## src/rtl/vsa_pkg.sv

```systemverilog
package vsa_pkg;

    localparam int ID_W       = 32;
    localparam int MODE_W     = 2;
    localparam int KIND_W     = 2;
    localparam int SLOT_OUT_W = 5;
    localparam int SLOTS_DEF  = 8;

    localparam logic [MODE_W-1:0] MODE_STEAL    = 2'd0;
    localparam logic [MODE_W-1:0] MODE_STOP_ALL = 2'd1;
    localparam logic [MODE_W-1:0] MODE_IF_FREE  = 2'd2;
    // Unused code; the block treats it as steal-oldest.
    localparam logic [MODE_W-1:0] MODE_RESERVED = 2'd3;

    localparam logic FUNC_PLAY    = 1'b0;
    localparam logic FUNC_RELEASE = 1'b1;

    localparam logic [KIND_W-1:0] KIND_STOP     = 2'd0;
    localparam logic [KIND_W-1:0] KIND_PLACED   = 2'd1;
    localparam logic [KIND_W-1:0] KIND_REFUSED  = 2'd2;
    localparam logic [KIND_W-1:0] KIND_RELEASED = 2'd3;

    typedef struct packed {
        logic            shift;
        logic [ID_W-1:0] tail;
    } ring_ctrl_t;

    typedef struct packed {
        logic [ID_W-1:0] head;
        logic [ID_W-1:0] next;
    } ring_view_t;

endpackage

```

## src/rtl/vsa_slot_ring.sv

```systemverilog
module vsa_slot_ring
    import vsa_pkg::*;
#(
    parameter int SLOTS = SLOTS_DEF
)
(
    input  logic       clk,
    input  logic       rst_n,
    input  ring_ctrl_t ring_ctl,
    output ring_view_t ring_view
);

    logic [ID_W-1:0] slot_reg [SLOTS];

    // Rotate the row by one slot: head leaves, the new value enters at the tail.
    always_ff @(posedge clk or negedge rst_n)
    begin
        if (!rst_n)
        begin
            for (int j = 0; j < SLOTS; j++)
            begin
                slot_reg[j] <= '0;
            end
        end
        else if (ring_ctl.shift)
        begin
            for (int j = 0; j < SLOTS - 1; j++)
            begin
                slot_reg[j] <= slot_reg[j+1];
            end
            slot_reg[SLOTS-1] <= ring_ctl.tail;
        end
    end

    assign ring_view.head = slot_reg[0];
    assign ring_view.next = slot_reg[1];

endmodule

```

## src/rtl/vsa_ctrl.sv

```systemverilog
module vsa_ctrl
    import vsa_pkg::*;
#(
    parameter int SLOTS = SLOTS_DEF
)
(
    input  logic                  clk,
    input  logic                  rst_n,
    input  logic                  start,
    output logic                  busy,
    input  logic                  func,
    input  logic [ID_W-1:0]       voice_id,
    input  logic                  mode_we,
    input  logic [MODE_W-1:0]     mode_wdata,
    input  ring_view_t            ring_view,
    output ring_ctrl_t            ring_ctl,
    output logic                  strobe,
    output logic [KIND_W-1:0]     kind,
    output logic [ID_W-1:0]       stop_id,
    output logic [SLOT_OUT_W-1:0] slot,
    output logic                  last
);

    localparam int SLOT_W = $clog2(SLOTS);
    localparam logic [SLOT_W-1:0] CNT_LAST = SLOT_W'(SLOTS - 1);

    localparam logic [1:0] S_IDLE   = 2'd0;
    localparam logic [1:0] S_SCAN   = 2'd1;
    localparam logic [1:0] S_SCAN2  = 2'd2;
    localparam logic [1:0] S_FINISH = 2'd3;

    localparam logic [1:0] OP_RELEASE  = 2'd0;
    localparam logic [1:0] OP_STOP_ALL = 2'd1;
    localparam logic [1:0] OP_IF_FREE  = 2'd2;
    localparam logic [1:0] OP_STEAL    = 2'd3;

    logic [1:0]            state_reg, state_next;
    logic [1:0]            op_reg, op_next;
    logic [SLOT_W-1:0]     cnt_reg, cnt_next;
    logic                  found_reg, found_next;
    logic [SLOT_W-1:0]     hit_slot_reg, hit_slot_next;
    logic [ID_W-1:0]       id_reg, id_next;
    logic [MODE_W-1:0]     mode_reg;

    logic                  strobe_reg, strobe_next;
    logic [KIND_W-1:0]     kind_reg, kind_next;
    logic [ID_W-1:0]       stop_id_reg, stop_id_next;
    logic [SLOT_OUT_W-1:0] slot_reg, slot_next;
    logic                  last_reg, last_next;

    logic [ID_W-1:0]       cmp_operand;
    logic                  hit;
    logic                  take;
    logic                  at_end;

    // Shared comparator: release looks for the ended id, every other op for a free slot.
    assign cmp_operand = (op_reg == OP_RELEASE) ? id_reg : '0;
    assign hit         = (ring_view.head == cmp_operand);
    assign at_end      = (cnt_reg == CNT_LAST);
    assign take        = found_reg || hit || (state_reg == S_SCAN2 && cnt_reg == '0);

    always_comb
    begin
        state_next    = state_reg;
        op_next       = op_reg;
        cnt_next      = cnt_reg;
        found_next    = found_reg;
        hit_slot_next = hit_slot_reg;
        id_next       = id_reg;
        strobe_next   = 1'b0;
        kind_next     = kind_reg;
        stop_id_next  = stop_id_reg;
        slot_next     = slot_reg;
        last_next     = last_reg;
        ring_ctl.shift = 1'b0;
        ring_ctl.tail  = ring_view.head;

        unique case (state_reg)
            S_IDLE:
            begin
                if (start)
                begin
                    id_next    = voice_id;
                    cnt_next   = '0;
                    found_next = 1'b0;
                    state_next = S_SCAN;
                    if (func == FUNC_RELEASE)
                    begin
                        op_next = OP_RELEASE;
                    end
                    else if (mode_reg == MODE_STOP_ALL)
                    begin
                        op_next = OP_STOP_ALL;
                    end
                    else if (mode_reg == MODE_IF_FREE)
                    begin
                        op_next = OP_IF_FREE;
                    end
                    else
                    begin
                        op_next = OP_STEAL;
                    end
                end
            end
            S_SCAN, S_SCAN2:
            begin
                ring_ctl.shift = 1'b1;
                unique case (op_reg)
                    OP_RELEASE:
                    begin
                        ring_ctl.tail = hit ? '0 : ring_view.head;
                    end
                    OP_STOP_ALL:
                    begin
                        // The value written at step zero comes back round to slot zero.
                        ring_ctl.tail = (cnt_reg == '0) ? id_reg : '0;
                        if (!hit)
                        begin
                            strobe_next  = 1'b1;
                            kind_next    = KIND_STOP;
                            stop_id_next = ring_view.head;
                            slot_next    = '0;
                            last_next    = 1'b0;
                        end
                    end
                    OP_IF_FREE:
                    begin
                        if (!found_reg && hit)
                        begin
                            ring_ctl.tail = id_reg;
                            found_next    = 1'b1;
                            hit_slot_next = cnt_reg;
                        end
                    end
                    OP_STEAL:
                    begin
                        // Drop the taken slot: pull each later slot down, new id last.
                        if (take)
                        begin
                            ring_ctl.tail = at_end ? id_reg : ring_view.next;
                            found_next    = 1'b1;
                        end
                        if (state_reg == S_SCAN2 && cnt_reg == '0)
                        begin
                            strobe_next  = 1'b1;
                            kind_next    = KIND_STOP;
                            stop_id_next = ring_view.head;
                            slot_next    = '0;
                            last_next    = 1'b0;
                        end
                    end
                    default:
                    begin
                        ring_ctl.tail = ring_view.head;
                    end
                endcase
                cnt_next = cnt_reg + 1'b1;
                if (at_end)
                begin
                    cnt_next = '0;
                    if (op_reg == OP_STEAL && !take)
                    begin
                        // Row full and left as it was: steal slot zero on a second pass.
                        state_next = S_SCAN2;
                    end
                    else
                    begin
                        state_next = S_FINISH;
                    end
                end
            end
            S_FINISH:
            begin
                strobe_next  = 1'b1;
                stop_id_next = '0;
                last_next    = 1'b1;
                slot_next    = '0;
                state_next   = S_IDLE;
                unique case (op_reg)
                    OP_RELEASE:
                    begin
                        kind_next = KIND_RELEASED;
                    end
                    OP_STOP_ALL:
                    begin
                        kind_next = KIND_PLACED;
                    end
                    OP_IF_FREE:
                    begin
                        kind_next = found_reg ? KIND_PLACED : KIND_REFUSED;
                        slot_next = found_reg ? SLOT_OUT_W'(hit_slot_reg) : '0;
                    end
                    OP_STEAL:
                    begin
                        kind_next = KIND_PLACED;
                        slot_next = SLOT_OUT_W'(CNT_LAST);
                    end
                    default:
                    begin
                        kind_next = KIND_PLACED;
                    end
                endcase
            end
            default:
            begin
                state_next = S_IDLE;
            end
        endcase
    end

    always_ff @(posedge clk or negedge rst_n)
    begin
        if (!rst_n)
        begin
            state_reg  <= S_IDLE;
            op_reg     <= OP_RELEASE;
            cnt_reg    <= '0;
            found_reg  <= 1'b0;
            mode_reg   <= MODE_STEAL;
            strobe_reg <= 1'b0;
        end
        else
        begin
            state_reg  <= state_next;
            op_reg     <= op_next;
            cnt_reg    <= cnt_next;
            found_reg  <= found_next;
            strobe_reg <= strobe_next;
            if (mode_we)
            begin
                mode_reg <= mode_wdata;
            end
        end
    end

    always_ff @(posedge clk)
    begin
        hit_slot_reg <= hit_slot_next;
        id_reg       <= id_next;
        kind_reg     <= kind_next;
        stop_id_reg  <= stop_id_next;
        slot_reg     <= slot_next;
        last_reg     <= last_next;
    end

    assign busy    = (state_reg != S_IDLE);
    assign strobe  = strobe_reg;
    assign kind    = kind_reg;
    assign stop_id = stop_id_reg;
    assign slot    = slot_reg;
    assign last    = last_reg;

`ifndef SYNTHESIS
    a_start_busy: assert property (@(posedge clk) disable iff (!rst_n)
        start && !busy |=> busy)
        else $error("accepted transaction did not raise busy");

    a_last_idle: assert property (@(posedge clk) disable iff (!rst_n)
        strobe && last |-> state_reg == S_IDLE)
        else $error("final result shown while still busy");

    a_mid_is_stop: assert property (@(posedge clk) disable iff (!rst_n)
        strobe && !last |-> kind == KIND_STOP)
        else $error("non-final result is not a stop");

    a_stop_live: assert property (@(posedge clk) disable iff (!rst_n)
        strobe && kind == KIND_STOP |-> stop_id != '0)
        else $error("stop issued for a free slot");

    a_pass2_steal: assert property (@(posedge clk) disable iff (!rst_n)
        state_reg == S_SCAN2 && cnt_reg == '0 |-> op_reg == OP_STEAL && !found_reg)
        else $error("second pass outside steal of a full row");
`endif

endmodule

```

## src/rtl/voice_slot_allocator.sv

```systemverilog
// Voice slot allocator: a row of SLOTS voice ids for one sound, 0 = free slot.
// Command channel: present func and voice_id with start high; the transaction
// is taken at a rising edge where start is high and busy is low. busy stays
// high until all results of that transaction are out.
// Config: play_mode is written by mode_we/mode_wdata; the user must write it
// only while busy is low, as the block itself leaves this unchecked.
// Results: each appears for one cycle with strobe high; last marks the final
// one of a transaction. Stops come first, then one placed/refused/released.
// The receiver cannot stall; every result must be taken in its strobe cycle.
// Timing: one slot is examined per cycle as the row rotates past a single
// comparator, and the final result follows the scan; a steal from a full
// row takes a second rotation. Busy drops in the cycle the final result
// shows, and a new transaction may be taken in that cycle.
// Reset: all slots free, play_mode steal-oldest, strobe low.
module voice_slot_allocator
    import vsa_pkg::*;
#(
    parameter int SLOTS = SLOTS_DEF
)
(
    input  logic                  clk,
    input  logic                  rst_n,
    input  logic                  start,
    output logic                  busy,
    input  logic                  func,
    input  logic [ID_W-1:0]       voice_id,
    input  logic                  mode_we,
    input  logic [MODE_W-1:0]     mode_wdata,
    output logic                  strobe,
    output logic [KIND_W-1:0]     kind,
    output logic [ID_W-1:0]       stop_id,
    output logic [SLOT_OUT_W-1:0] slot,
    output logic                  last
);

    ring_ctrl_t ring_ctl;
    ring_view_t ring_view;

    vsa_slot_ring #(
        .SLOTS (SLOTS)
    ) u_ring (
        .clk       (clk),
        .rst_n     (rst_n),
        .ring_ctl  (ring_ctl),
        .ring_view (ring_view)
    );

    vsa_ctrl #(
        .SLOTS (SLOTS)
    ) u_ctrl (
        .clk        (clk),
        .rst_n      (rst_n),
        .start      (start),
        .busy       (busy),
        .func       (func),
        .voice_id   (voice_id),
        .mode_we    (mode_we),
        .mode_wdata (mode_wdata),
        .ring_view  (ring_view),
        .ring_ctl   (ring_ctl),
        .strobe     (strobe),
        .kind       (kind),
        .stop_id    (stop_id),
        .slot       (slot),
        .last       (last)
    );

endmodule
```

## config.mk

```make
export PLATFORM = sky130hd
export DESIGN_NAME = voice_slot_allocator
export DESIGN_NICKNAME = d
export VERILOG_FILES = /design/src/rtl/vsa_pkg.sv /design/src/rtl/vsa_slot_ring.sv /design/src/rtl/vsa_ctrl.sv /design/src/rtl/voice_slot_allocator.sv
export SDC_FILE = /design/constraint.sdc
export NUM_CORES = 1
export LEC_CHECK = 0
export BUFFER_PORTS_ARGS = -buffer_cell sky130_fd_sc_hd__buf_4
export CORE_UTILIZATION = 60
export CTS_BUF_LIST = sky130_fd_sc_hd__clkbuf_8
export DETAILED_ROUTE_END_ITERATION = 8
export GPL_ROUTABILITY_DRIVEN = 0
export PLACE_DENSITY = 0.79
export SLEW_MARGIN = 10
export SYNTH_ARGS = -nofsm -noshare
export SYNTH_HDL_FRONTEND = slang
export SYNTH_SLANG_ARGS = --single-unit
```

## constraint.sdc

```tcl
create_clock -name clk -period 7 [get_ports clk]
set_input_delay 1.4 -clock clk [delete_from_list [all_inputs] [get_ports clk]]
set_output_delay 1.4 -clock clk [all_outputs]
set_load 0.05 [all_outputs]
```

==> impl_metrics.ini, run 1 <==
[setup_path]
cp.depth = 8
critical_path.top_delay_family = simple AND/OR/NAND/NOR gates
critical_path_class = reg -> reg
crit_path_frequent_cell = sky130_fd_sc_hd__o32ai_1
cp_max_fo = 55
crit_path_cell_trace = or2_2 > o32ai_1 > o32ai_1 > nor4_4 > nand2_2 > o211ai_1 > a21oi_4 > buf_4
critical-path-slowest-cell = sky130_fd_sc_hd__nor4_4
rr_worst_depth = 8
cp-start-kind = flip-flop
cp_slowest_stage_delay_ns = 1.03
worstSetupEndpointType = flip-flop
crit_buf_inv = 1
timing.critical_path.required_ns = 7.25
critical_path_arrival_ns = 5.40

[clock_network]
path_clk_slew_ns = 0.07
clockRootBuffer = sky130_fd_sc_hd__clkbuf_8
insertion_delay_ns = 0.57
postCtsResizedCells = 0
numCtsBuffers = 53
cts_tree = built
cts.htree.levels = 2
tritoncts_num_sinks = 340
post-cts-setup-buffer-count = 0
clk_path_buf_depth = 3
cts_hold_buffers = 0

[sta]
rsz0062_at_grt = false
setup_total_negative_slack_ns = 0
slew_violations = 0
final-setup-viol-count = 0
worst_slew_pin_slew_ns = 1.206
skew_ns = 0.01636
fin_crit_ns = 5.147
layout_setup_ws_ns = 1.853
report.final.hold_viol_count = 0
fmax_ghz = 0.1943
slew_headroom_pct = 19.34
post-route-period-util_pct = 73.53

[global_routing]
grtUsageMet3_pct = 4.597
global_route.overflow_total = 0
global_route.usage.met1_pct = 35.21
global_route.usage.met2_pct = 38.41
wire_length_of_the_first_global_routing_pass_um = 51910
global_route.peak_usage_layer = met2
first_global_vias = 9723
grt_max_degree = 146
track_usage_pct = 24.91
grt_antenna_before_repair = 0

[placed_design]
port_buffers = 78
dpl.cell_count = 1503
placedInstanceArea_mm2 = 0.01607
dpl_worst_slack_ns = 1.987
detailed_place_hpwl_um = 19760

[routing]
via_density_per_instance = 6.236
detail-route-antenna-nets = 0
wire_per_inst_um = 20.03
vias = 9965
detail_route.wirelength_um = 32010
number_of_drc_violations_after_detailed_routing = 0
drt_first_pass_iters = 7
violation_count_after_the_first_detailed_routing_iteration = 1026

[synthesis]
yosys_warn_count = 0
synth.distinct_cells = 47
post_synth.cell_area_avg_um2 = 12.97
synth_async_sr_flop_share_pct = 78.53
postSynth.topFlopCell = sky130_fd_sc_hd__dfrtp_1
synth_enable_flop_cells = 73
yosysTopAreaCell = sky130_fd_sc_hd__dfrtp_1
synth-seq-cells = 340
seq_area_frac_synth_pct = 57.65
synthesis.area_mm2 = 0.01539
postSynthCellCount = 1187
synth_top_cell_area_share_pct = 43.41
netlist_top_cells_area = sky130_fd_sc_hd__dfrtp_1 43%, sky130_fd_sc_hd__mux2_2 19%, sky130_fd_sc_hd__edfxtp_1 14%

[final_layout]
diodes = 0
largest_register_ff_count = 192
area_growth_syn_to_fin_pct = 11.06
fin_nets = 1274
final_cell_area_mm2 = 0.01709
finish.cell_count_without_fillers = 1598
post_route_cells_drive_above_1_share_pct = 35.25

[die]
top_level_ports = 81
core_area_mm2 = 0.02518
die_w_um = 162.2
std_cell_rows = 58
initial_utilization_pct = 61.12
die_height_um = 162.2
die_area_mm2 = 0.02630

[hold_path]
hold_crit_depth = 1
hold_class = reg -> reg

[power]
leakagePower_nw = 7.004
power_density_mw_per_mm2 = 534.3
vdd_drop_max_v = 0.0005041

[run_status]
status = finished, final reports clean

[run]
maxcap_violations = 0
-- worst reg2reg max path, cell delays in order, from the launching register on --
cell and delay [ns]:
sky130_fd_sc_hd__dfrtp_1 0.67, sky130_fd_sc_hd__or2_2 0.81, sky130_fd_sc_hd__o32ai_1 0.46, sky130_fd_sc_hd__o32ai_1 0.17, sky130_fd_sc_hd__nor4_4 1.03, sky130_fd_sc_hd__nand2_2 0.74
sky130_fd_sc_hd__o211ai_1 0.52, sky130_fd_sc_hd__a21oi_4 0.09, sky130_fd_sc_hd__buf_4 0.31
-- stage by stage --
step	util (%)	hold WS [ns]	power, W
detailed placement	63.82	0.4882	0.007565
finish	67.88	0.4916	0.009133
CTS	67.88	0.4971	0.009175
global route	67.88	0.5091	0.009674
global placement	63.82	0.4799	0.007407
floorplan	-	0.4658	0.006631
-- cell families after synthesis --
| kind of cell | count (synthesis) | share of synthesized area [%] |
|---|---|---|
| compound gates | 218 | 11.03 |
| other cells | 1 | 0.02436 |
| simple gates | 232 | 7.642 |
| xor+xnor | 16 | 0.9105 |
| buf+inv | 117 | 3.447 |
| mux | 256 | 18.72 |
| flops | 340 | 57.65 |
| fa+ha+maj | 7 | 0.5690 |
-- routing by layer --
metal,wire [um],up-vias,share of wire (%)
li1,-,4469,-
met1,14010,4990,44
met2,14870,419,46
met3,2188,87,6.8
met4,945,0,3.0
met5,0,-,0
-- Yosys cell counts (12+ instances only) --
master and number:
sky130_fd_sc_hd__dfrtp_1 267, sky130_fd_sc_hd__mux2_2 255, sky130_fd_sc_hd__a211oi_1 111, sky130_fd_sc_hd__nand2_1 80
sky130_fd_sc_hd__clkbuf_1 73, sky130_fd_sc_hd__edfxtp_1 73, sky130_fd_sc_hd__nor2_1 38, sky130_fd_sc_hd__a22oi_1 32
sky130_fd_sc_hd__a311oi_1 32, sky130_fd_sc_hd__nand2b_1 32, sky130_fd_sc_hd__nor2b_1 31, sky130_fd_sc_hd__o32ai_1 16
sky130_fd_sc_hd__or2_2 16, sky130_fd_sc_hd__xor2_1 16, sky130_fd_sc_hd__inv_1 12
-- final timing paths --
path                                       from                    to  slack (ns)
max in group asynchronous                 rst_n  u_ring.slot_reg[108]        4.82
setup reg to reg               u_ctrl.op_reg[0]    u_ctrl.stop_id[11]        1.85
hold reg to reg            u_ring.slot_reg[176]  u_ring.ring_view[16]        0.49
setup / recovery               u_ctrl.op_reg[0]    u_ctrl.stop_id[11]        1.85
hold / removal             u_ring.slot_reg[176]  u_ring.ring_view[16]        0.49
min in group asynchronous                 rst_n  u_ring.slot_reg[188]        0.87
-- area by class of cell --
class	instances	area, um2
Clock buffer	63	867.1
Clock inverter	32	156.4
Fill cell	1798	8088
Inverter	12	45.04
Multi-Input combinational cell	731	6043
Sequential cell	340	8874
Tap cell	330	412.9
Timing Repair Buffer	90	695.7
-- power by group --
group          switching (W)  internal (W)  total (W)
Combinational        0.00190       0.00179    0.00369
Clock               0.000735      0.000850    0.00159
Sequential          0.000766       0.00309    0.00386
Total                0.00340       0.00574    0.00913
-- cells in the final DEF, fill, tap and decap left out, drive strengths merged, types with 2 or more instances in the layout --
cell    instances
or2            17
ha              7
a21oi           6
clkinv         11
edfxtp         73
clkbuf         63
nand2          81
mux2          255
conb            2
o21ai           6
buf            90
inv            32
a311oi         32
a21o            3
dfrtp         267
a211oi        113
o22ai           2
nor2b          31
nor2           38
o22a            2
or4             8
o32ai          16
nor4           11
xor2           16
nand2b         32
a22oi          32
nor3            9
No activity file was read; power rests on OpenSTA's default activity.
==> run 2, diff against run 1 <==
CORE_UTILIZATION = 57   (was 60)
clock period = 4.7 ns   (was 7 ns; I/O delays follow)
==> impl_metrics.ini, run 2 (synthesis results as in run 1) <==
[sta]
setup_total_negative_slack_ns = 0
fin_crit_ns = 4.091
post-route-period-util_pct = 87.03
final-setup-viol-count = 0
skew_ns = 0.03037
rsz0062_at_grt = false
worst_slew_pin_slew_ns = 1.196
worst_hold_slack_ns = 0.4597
slew_violations = 0
report.final.hold_viol_count = 0
slew_headroom_pct = 20.26
fmax_ghz = 0.2445

[die]
die_height_um = 166.3
initial_utilization_pct = 58.57
top_level_ports = 81
die_area_mm2 = 0.02766
die_w_um = 166.3
std_cell_rows = 59
core_area_mm2 = 0.02628

[setup_path]
worst_setup_ep = u_ring.slot_reg[27]
cp_max_fo = 55
rr_worst_depth = 8
critical_path_class = reg -> reg
worstSetupEndpointType = flip-flop
timing.critical_path.required_ns = 5.16
r2r_start = u_ctrl.op_reg[1]
rr_endpoint = u_ring.slot_reg[27]
r2r_setup_slack_ns = 0.61
critical_path_arrival_ns = 4.55
timing.critical_path.from = u_ctrl.op_reg[1]
cp-start-kind = flip-flop

[final_layout]
post_route_cells_drive_above_1_share_pct = 35.27
largest_register_ff_count = 192
filler_cell_count = 1900
fin_nets = 1279
layout_common_cells = 267 x sky130_fd_sc_hd__dfrtp_1, 255 x sky130_fd_sc_hd__mux2_2, 111 x sky130_fd_sc_hd__a211oi_1
layout_commonest_cell = sky130_fd_sc_hd__dfrtp_1
area_growth_syn_to_fin_pct = 11.71
final_cell_area_mm2 = 0.01719
diodes = 0

[global_routing]
global_route.usage.met1_pct = 33.80
grtUsageMet3_pct = 3.765
wire_length_of_the_first_global_routing_pass_um = 53900
global_route.usage.met2_pct = 38.23
grt_max_degree = 166
first_global_vias = 10140
grt_antenna_before_repair = 0
global_route.overflow_total = 0
track_usage_pct = 24.30
global_route.peak_usage_layer = met2

[power]
vdd_drop_max_v = 0.0004952
leakagePower_nw = 7.036
power_density_mw_per_mm2 = 799.9

[run]
maxcap_violations = 0

[routing]
violation_count_after_the_first_detailed_routing_iteration = 756
wire_per_inst_um = 20.39
via_density_per_instance = 6.131
detail_route.wirelength_um = 32780
drt_first_pass_iters = 9
detail-route-antenna-nets = 0
vias = 9859
number_of_drc_violations_after_detailed_routing = 5

[clock_network]
postCtsResizedCells = 0
insertion_delay_ns = 0.59
clockRootBuffer = sky130_fd_sc_hd__clkbuf_8
cts.htree.levels = 2
post-cts-setup-buffer-count = 0
tritoncts_num_sinks = 340
cts_hold_buffers = 0
cts_tree = built
path_clk_slew_ns = 0.07
clk_path_buf_depth = 3
numCtsBuffers = 53

[hold_path]
hold_class = in -> async

[run_status]
status = finished, violations left
failed_checks = design-rule violations

[placed_design]
detailed_place_hpwl_um = 20460
placedInstanceArea_mm2 = 0.01614
port_buffers = 78
-- run 2: through the flow --
stage,util (%),setup slack [ns],std cells,total power (W)
global placement,61.40,0.8891,1513,0.01102
finish,65.43,0.6094,1608,0.01375
floorplan,-,0.3914,1188,0.009876
CTS,65.43,0.6640,1608,0.01380
detailed placement,61.40,0.6941,1513,0.01128
global route,65.43,0.3792,1608,0.01456
-- run 2: final cells by class --
cell class              count  area, um2  area share, %
flip-flops and latches    340       8874          51.61
well taps                 335      419.2          2.438
inverters                  12      45.04         0.2620
multi-input cells         731       6041          35.13
repair buffers             95      758.2          4.410
clock inverters            34      217.7          1.266
clock buffers              61      839.6          4.883
-- run 2: how the worst min path moves through the flow --
stage,cells after the start,slack [ns],startpoint,to
2_1_floorplan,1,0.47,u_ring.slot_reg[0],u_ring.slot_reg[0]
3_3_place_gp,1,0.48,u_ring.slot_reg[37],u_ring.slot_reg[69]
3_5_place_dp,1,0.49,u_ring.slot_reg[72],u_ring.slot_reg[104]
4_1_cts,1,0.49,rst_n,u_ring.ring_view[26]
5_1_grt,1,0.51,voice_id[2],u_ctrl.id_reg[2]
6_report,1,0.46,rst_n,u_ring.slot_reg[94]
-- run 2: layer usage --
metal  vias to the layer above  part of all wire, %
li1                       4482                    -
met3                        95                  6.4
met1                      4882                   44
met5                         -                    0
met2                       400                   46
met4                         0                  3.7
-- run 2: power by group --
part / switching (W) / internal, W / leakage (nW)
registers: 0.00112 / 0.00461 / 3.86
logic: 0.00287 / 0.00270 / 2.57
clock network: 0.00112 / 0.00134 / 0.604
total: 0.00511 / 0.00865 / 7.04
-- run 2: critical path: stages (launching register included) --
cell                       delay (ns)
sky130_fd_sc_hd__dfrtp_1         0.38
sky130_fd_sc_hd__or2_2           0.70
sky130_fd_sc_hd__o32ai_1         0.49
sky130_fd_sc_hd__o32ai_1         0.18
sky130_fd_sc_hd__nor4_4          0.87
sky130_fd_sc_hd__a41oi_2         0.60
sky130_fd_sc_hd__buf_4           0.41
sky130_fd_sc_hd__a22oi_1         0.18
sky130_fd_sc_hd__a211oi_1        0.11
